<file path="config.mk">
export PLATFORM = sky130hd
export DESIGN_NAME = sorted_list_insert_delete
export DESIGN_NICKNAME = d
export VERILOG_FILES = /design/src/design/sli_pkg.sv /design/src/design/sli_cell.sv /design/src/design/sorted_list_insert_delete.sv
export SDC_FILE = /design/constraint.sdc
export NUM_CORES = 2
export LEC_CHECK = 0
export ABC_AREA = 1
export BUFFER_PORTS_ARGS = -buffer_cell sky130_fd_sc_hd__buf_4
export CAP_MARGIN = 5
export CORE_ASPECT_RATIO = 1.25
export CORE_MARGIN = 1
export CORE_UTILIZATION = 40
export DETAILED_ROUTE_END_ITERATION = 8
export PLACE_DENSITY = 0.64
export SLEW_MARGIN = 20
export SYNTH_ARGS = -nofsm -noshare
export SYNTH_HDL_FRONTEND = slang
export SYNTH_SLANG_ARGS = --single-unit
</file>
<file path="constraint.sdc">
create_clock -name clk -period 4.4 [get_ports clk]
set_input_delay 0.22 -clock clk [delete_from_list [all_inputs] [get_ports clk]]
set_output_delay 0.22 -clock clk [all_outputs]
set_load 0.05 [all_outputs]
</file>
<file path="src/design/sli_pkg.sv">
package sli_pkg;

    localparam int CAPACITY = 16;
    localparam int VALUE_W  = 32;
    localparam int CNT_W    = $clog2(CAPACITY + 1);
    localparam int COUNT_W  = 5;

    localparam logic MODE_INSERT = 1'b0;
    localparam logic MODE_DELETE = 1'b1;

    typedef enum logic [1:0] {
        ST_DONE      = 2'd0,
        ST_NOT_FOUND = 2'd1,
        ST_EMPTY     = 2'd2,
        ST_FULL      = 2'd3
    } status_t;

    // Broadcast control from the top level to every cell
    typedef struct packed {
        logic is_insert;
        logic ins_en;
        logic del_en;
    } cell_cmd_t;

endpackage

</file>
<file path="src/design/sli_cell.sv">
module sli_cell
    import sli_pkg::*;
(
    input  logic                      clk,
    input  cell_cmd_t                 cmd,
    input  logic signed [VALUE_W-1:0] value,
    input  logic                      occupied,
    input  logic                      prev_mark,
    input  logic signed [VALUE_W-1:0] left_entry,
    input  logic signed [VALUE_W-1:0] right_entry,
    output logic signed [VALUE_W-1:0] entry,
    output logic                      mark,
    output logic                      first_hit
);

    logic signed [VALUE_W-1:0] entry_reg;
    logic signed [VALUE_W-1:0] entry_next;
    logic                      ge;

    // Mark covers this slot and all slots to its right that move
    assign ge        = occupied && (entry_reg >= value);
    assign mark      = ge || (cmd.is_insert && !occupied);
    assign first_hit = occupied && (entry_reg == value) && !prev_mark;
    assign entry     = entry_reg;

    always_comb
    begin
        entry_next = entry_reg;
        priority if (cmd.ins_en && mark && prev_mark)
        begin
            entry_next = left_entry;
        end
        else if (cmd.ins_en && mark)
        begin
            entry_next = value;
        end
        else if (cmd.del_en && mark)
        begin
            entry_next = right_entry;
        end
        else
        begin
            entry_next = entry_reg;
        end
    end

    // Payload only: no reset
    always_ff @(posedge clk)
    begin
        entry_reg <= entry_next;
    end

endmodule

</file>
<file path="src/design/sorted_list_insert_delete.sv">
// Sorted store of up to CAPACITY signed 32-bit values, kept in ascending order
// with duplicates allowed. Each input word either inserts its value (mode 0)
// ahead of the first stored value that is not smaller, or deletes one
// occurrence of it (mode 1). Each accepted word returns exactly one output
// word with a status (done, not found, empty, full) and the fill count after
// the operation. The store is a row of cells, one per slot; every cell
// compares its value against the incoming one and, in the same cycle, either
// holds, loads the new value, or takes its left or right neighbor's value.
// The whole insert or delete completes at the accepting clock edge, so the
// block takes one word per cycle whenever its output word is taken; its speed
// is set by one 32-bit compare in each cell plus the found-OR across the row.
// The input stalls only while an output word waits and the output is stalled.
// No clearing pass is needed after reset: values in slots at or above the fill
// count never reach an occupied slot or the output.
module sorted_list_insert_delete
    import sli_pkg::*;
(
    input  logic                      clk,
    input  logic                      rst_n,
    input  logic                      in_valid,
    output logic                      in_stall,
    input  logic                      mode,
    input  logic signed [VALUE_W-1:0] value,
    output logic                      out_valid,
    input  logic                      out_stall,
    output logic [1:0]                status,
    output logic [COUNT_W-1:0]        entry_count
);

    logic [CNT_W-1:0]          fill_reg;
    logic [CNT_W-1:0]          fill_next;
    logic                      out_valid_reg;
    logic                      out_valid_next;
    status_t                   status_reg;
    status_t                   status_next;
    logic [CNT_W-1:0]          count_reg;
    logic [CNT_W-1:0]          count_next;

    logic                      accept;
    logic                      is_full;
    logic                      is_empty;
    logic                      found;
    cell_cmd_t                 cmd;

    logic signed [VALUE_W-1:0] entries [CAPACITY];
    logic [CAPACITY-1:0]       marks;
    logic [CAPACITY-1:0]       hits;

    // Hold input while a finished word is waiting and the sink stalls
    assign in_stall = out_valid_reg && out_stall;
    assign accept   = in_valid && !in_stall;

    assign is_full  = (fill_reg == CNT_W'(CAPACITY));
    assign is_empty = (fill_reg == '0);
    assign found    = |hits;

    assign cmd.is_insert = (mode == MODE_INSERT);
    assign cmd.ins_en    = accept && (mode == MODE_INSERT) && !is_full;
    assign cmd.del_en    = accept && (mode == MODE_DELETE) && found;

    // Row of cells; the first cell sees a zero mark, and each end of the row sees its own value
    for (genvar i = 0; i < CAPACITY; i++)
    begin : g_cell
        logic                      prev_mark;
        logic signed [VALUE_W-1:0] left_entry;
        logic signed [VALUE_W-1:0] right_entry;

        if (i == 0)
        begin : g_first
            assign prev_mark  = 1'b0;
            assign left_entry = entries[i];
        end
        else
        begin : g_mid_l
            assign prev_mark  = marks[i-1];
            assign left_entry = entries[i-1];
        end

        if (i == CAPACITY - 1)
        begin : g_last
            assign right_entry = entries[i];
        end
        else
        begin : g_mid_r
            assign right_entry = entries[i+1];
        end

        sli_cell u_cell (
            .clk         (clk),
            .cmd         (cmd),
            .value       (value),
            .occupied    (fill_reg > CNT_W'(i)),
            .prev_mark   (prev_mark),
            .left_entry  (left_entry),
            .right_entry (right_entry),
            .entry       (entries[i]),
            .mark        (marks[i]),
            .first_hit   (hits[i])
        );
    end

    // Status, fill update and output word
    always_comb
    begin
        fill_next      = fill_reg;
        out_valid_next = out_valid_reg && out_stall;
        status_next    = status_reg;
        count_next     = count_reg;
        if (accept)
        begin
            out_valid_next = 1'b1;
            unique case (mode)
                MODE_INSERT:
                begin
                    if (is_full)
                    begin
                        status_next = ST_FULL;
                    end
                    else
                    begin
                        status_next = ST_DONE;
                        fill_next   = fill_reg + CNT_W'(1);
                    end
                end
                MODE_DELETE:
                begin
                    priority if (is_empty)
                    begin
                        status_next = ST_EMPTY;
                    end
                    else if (!found)
                    begin
                        status_next = ST_NOT_FOUND;
                    end
                    else
                    begin
                        status_next = ST_DONE;
                        fill_next   = fill_reg - CNT_W'(1);
                    end
                end
                default:
                begin
                    status_next = status_reg;
                end
            endcase
            count_next = fill_next;
        end
    end

    always_ff @(posedge clk or negedge rst_n)
    begin
        if (!rst_n)
        begin
            fill_reg      <= '0;
            out_valid_reg <= 1'b0;
        end
        else
        begin
            fill_reg      <= fill_next;
            out_valid_reg <= out_valid_next;
        end
    end

    always_ff @(posedge clk)
    begin
        status_reg <= status_next;
        count_reg  <= count_next;
    end

    assign out_valid   = out_valid_reg;
    assign status      = status_reg;
    assign entry_count = COUNT_W'(count_reg);

endmodule

</file>
==> results.md <==
* Tcrit/Tclk final at 0.932
* Core area at 98000 um2
* Distinct cells, synth at 48
* Max Cap Violations at 0
* Setup repair after global routing missed its margin: false
* Detailed router's first-iteration violation count at 2656
* Max frequency at 0.244 GHz
* Hold_ws at 0.0265 ns
* CP startpoint kind: primary input
* Ports at 46
* Most common cell after layout, fill and taps aside: nand2_1
* Post-route setup TNS at 0 ns
* Wl on met1 at 46800 um
* Met3 wire len at 5290 um
* Net Count, Synth at between 5k and 6k
* Total GRT Usage at 0.220
* Post-CTS Setup Bufs at 0
* Largest area contributor in the netlist: edfxtp_1
* DR pass1 iterations at 6
* Die width at about 280 um
* Final min period at 4.10 ns
* Worst setup margin at around 0.3 ns
* Die H at 354 um
* CP Class: primary input to register
* Max FFs per register at a little over 500
* Top_reg_cell synth: edfxtp_1
* Synth top area cells: edfxtp_1 39%, ha_1 16%, nand2_1 11%, o21ai_0 8.1%, o211ai_1 4.9%
* Wire per inst at roughly 18 um
* Worst R2R Start: g_cell[13].u_cell.entry[31]
* Max-slew violations at 0
* Pwr/cell area at around 330 nW/um2
* R2r worst-path depth at 19
* Worst clock skew at 0.0232 ns
* Cell count after placement at 6007
* Grt ovf at 0
* Total Power at around 15 mW
* ANT nets after route at 0
* TritonCTS sink count at ~530
* Rows at 128
* Outcome: complete, no violations
* P_leak at between 15 and 20 nW
* Port Buffers at 45
* Placement Setup Slack at 0.259 ns
* DIE AREA at approximately 100000 um2
* Slew @ Worst Pin at 0.825 ns
* Hold-fix buffers, CTS at 27
* Syn avg cell area at 8.31 um2
* Hold Crit Start: value[21]
* Hold path cells at 3
* Ys Warns at 0
* HP Class: primary input to register
* Uppermost layer routed: met4
* Met2 wire len at 56200 um
* Max Root-Sink Buffers at 3
* Initial Util at 0.406
* Final-report setup violation count at 0
* Seq/Total Area, Yosys at 0.396
* Maximum fanout along the worst path at 32
* Async SR Flop Fraction at 0.0114
* WP data arrival at 4.49 ns
* Peak VDD IR at about 0.00035 V
* Initial antenna violation count at 1
* Most frequent cells in the layout: 1167 x nand2_1, 644 x o21ai_0, 519 x edfxtp_1, 517 x ha_1, 373 x inv_1
* Post-layout nets at 5346
* Post-synth EDFFs at 519
* Hold Vio Cnt, Final at 0
* Drt drc at 0
* Reg-to-Reg End: g_cell[12].u_cell.entry[7]
* Non-filler instance count after layout at 6137
* Slew Limit Headroom at 0.448
* Req. time, crit path at ~4.8 ns
* Mapped cell area at 39800 um2
* Resized cells post-CTS at 0
* Vias/cell at between 5 and 6
* CTS tree: yes
* Global-route wire length before repair at about 180000 um
* Total clock buffers created by CTS at 56
* H-tree depth at 2
* Ratio of cells with drive above 1 in the final layout at 0.0798
* Layout area overhead at 11.9%
* Clk_lat worst skew at 0.64 ns
* Area share of the largest cell type after synthesis at 0.392
* Yosys reg bits at 525
* Via Count at ~34k
* Gpl congestion at 0.892
* CP endpoint kind: register
* HPWL Detailed at 86300 um
* Largest net degree at the start of global routing at 96
* Post-Route WL at 112000 um
* Synth Instances at between 4k and 5k
* Vias in the first global route at around 33k
* Root Driver: clkbuf_16
* Hold endpoint: g_cell[3].u_cell.entry[21]
* Layout fillers at roughly 9.6k
* Clock input transition at the sequential cells of the worst setup and hold paths at 0.06 ns
* Flop-to-flop setup slack at 0.58 ns
==> power breakdown <==
group | leakage (nW) | switching [mW] | internal (mW)
logic | 13.1 | 2.27 | 1.10
registers | 4.82 | 0.208 | 5.92
clock network | 0.930 | 2.10 | 2.95
total | 18.8 | 4.57 | 9.97
==> worst max-delay path, cell delays in order <==
cell	delay (ns)
dlygate4sd3_1	0.56
buf_4	0.19
inv_1	0.05
buf_4	0.24
ha_1	0.39
nand2_1	0.11
nor2_2	0.14
nand4_2	0.18
nor2_1	0.26
nand4_1	0.30
and2_1	0.26
nand3_2	0.10
nand2_2	0.13
nand2_1	0.11
nand2_1	0.18
nor2_2	0.14
nand2_2	0.08
inv_2	0.07
nand2_4	0.07
a31oi_4	0.21
buf_12	0.23
nor2_4	0.05
buf_12	0.17
==> Yosys cell counts, types with 12 or more instances <==
| master | n |
|---|---|
| ha_1 | 517 |
| edfxtp_1 | 519 |
| clkbuf_1 | 160 |
| o21ai_1 | 28 |
| inv_1 | 377 |
| nor2_2 | 26 |
| buf_2 | 76 |
| o21a_1 | 27 |
| nand4_1 | 28 |
| a21oi_1 | 279 |
| nand2_2 | 20 |
| o211ai_1 | 257 |
| inv_2 | 12 |
| nand3_1 | 303 |
| a21o_1 | 13 |
| o21ai_0 | 644 |
| nor2_1 | 216 |
| nand2_1 | 1175 |
==> how the worst max path moves through the flow <==
stage | from | depth (start not counted) | endpoint
after global routing | value[31] | 23 | g_cell[12].u_cell.entry[22]
final | value[31] | 23 | g_cell[12].u_cell.entry[7]
after floorplan | value[31] | 20 | g_cell[10].u_cell.entry[0]
after global placement | value[31] | 22 | g_cell[12].u_cell.entry[7]
after CTS | value[31] | 23 | g_cell[8].u_cell.entry[24]
after detailed placement | value[31] | 22 | g_cell[12].u_cell.entry[7]
==> cell type report <==
cell class              count  area, um2  area share
repair buffers            210       2210      0.0496
flip-flops and latches    525      15700       0.354
clock buffers              70       1520      0.0341
well taps                1300       1630      0.0366
inverters                 392       1470      0.0331
diodes                      1       2.50   0.0000562
multi-input cells        3607      21500       0.484
clock inverters            32        390     0.00877
==> metal layers <==
layer  track usage  vias up
met5             0        -
met2         0.393      877
li1              -    16900
met3        0.0193      181
met4        0.0795        0
met1         0.274    15800
==> per-stage QoR <==
stage / cell area (um2) / util
6_report: 44500 / 0.454
3_3_place_gp: 42300 / 0.432
3_5_place_dp: 42300 / 0.432
4_1_cts: 44500 / 0.454
5_1_grt: 44500 / 0.454
2_1_floorplan: 39800 / -
==> kinds of logic after synthesis <==
kind of cell	Yosys count	share of synthesized area
compound gates	1266	0.180
xor+xnor	3	0.000661
fa+ha+maj	517	0.163
buf+inv	651	0.0658
flops	525	0.396
simple gates	1821	0.195
(Power assumes the default switching activity.)
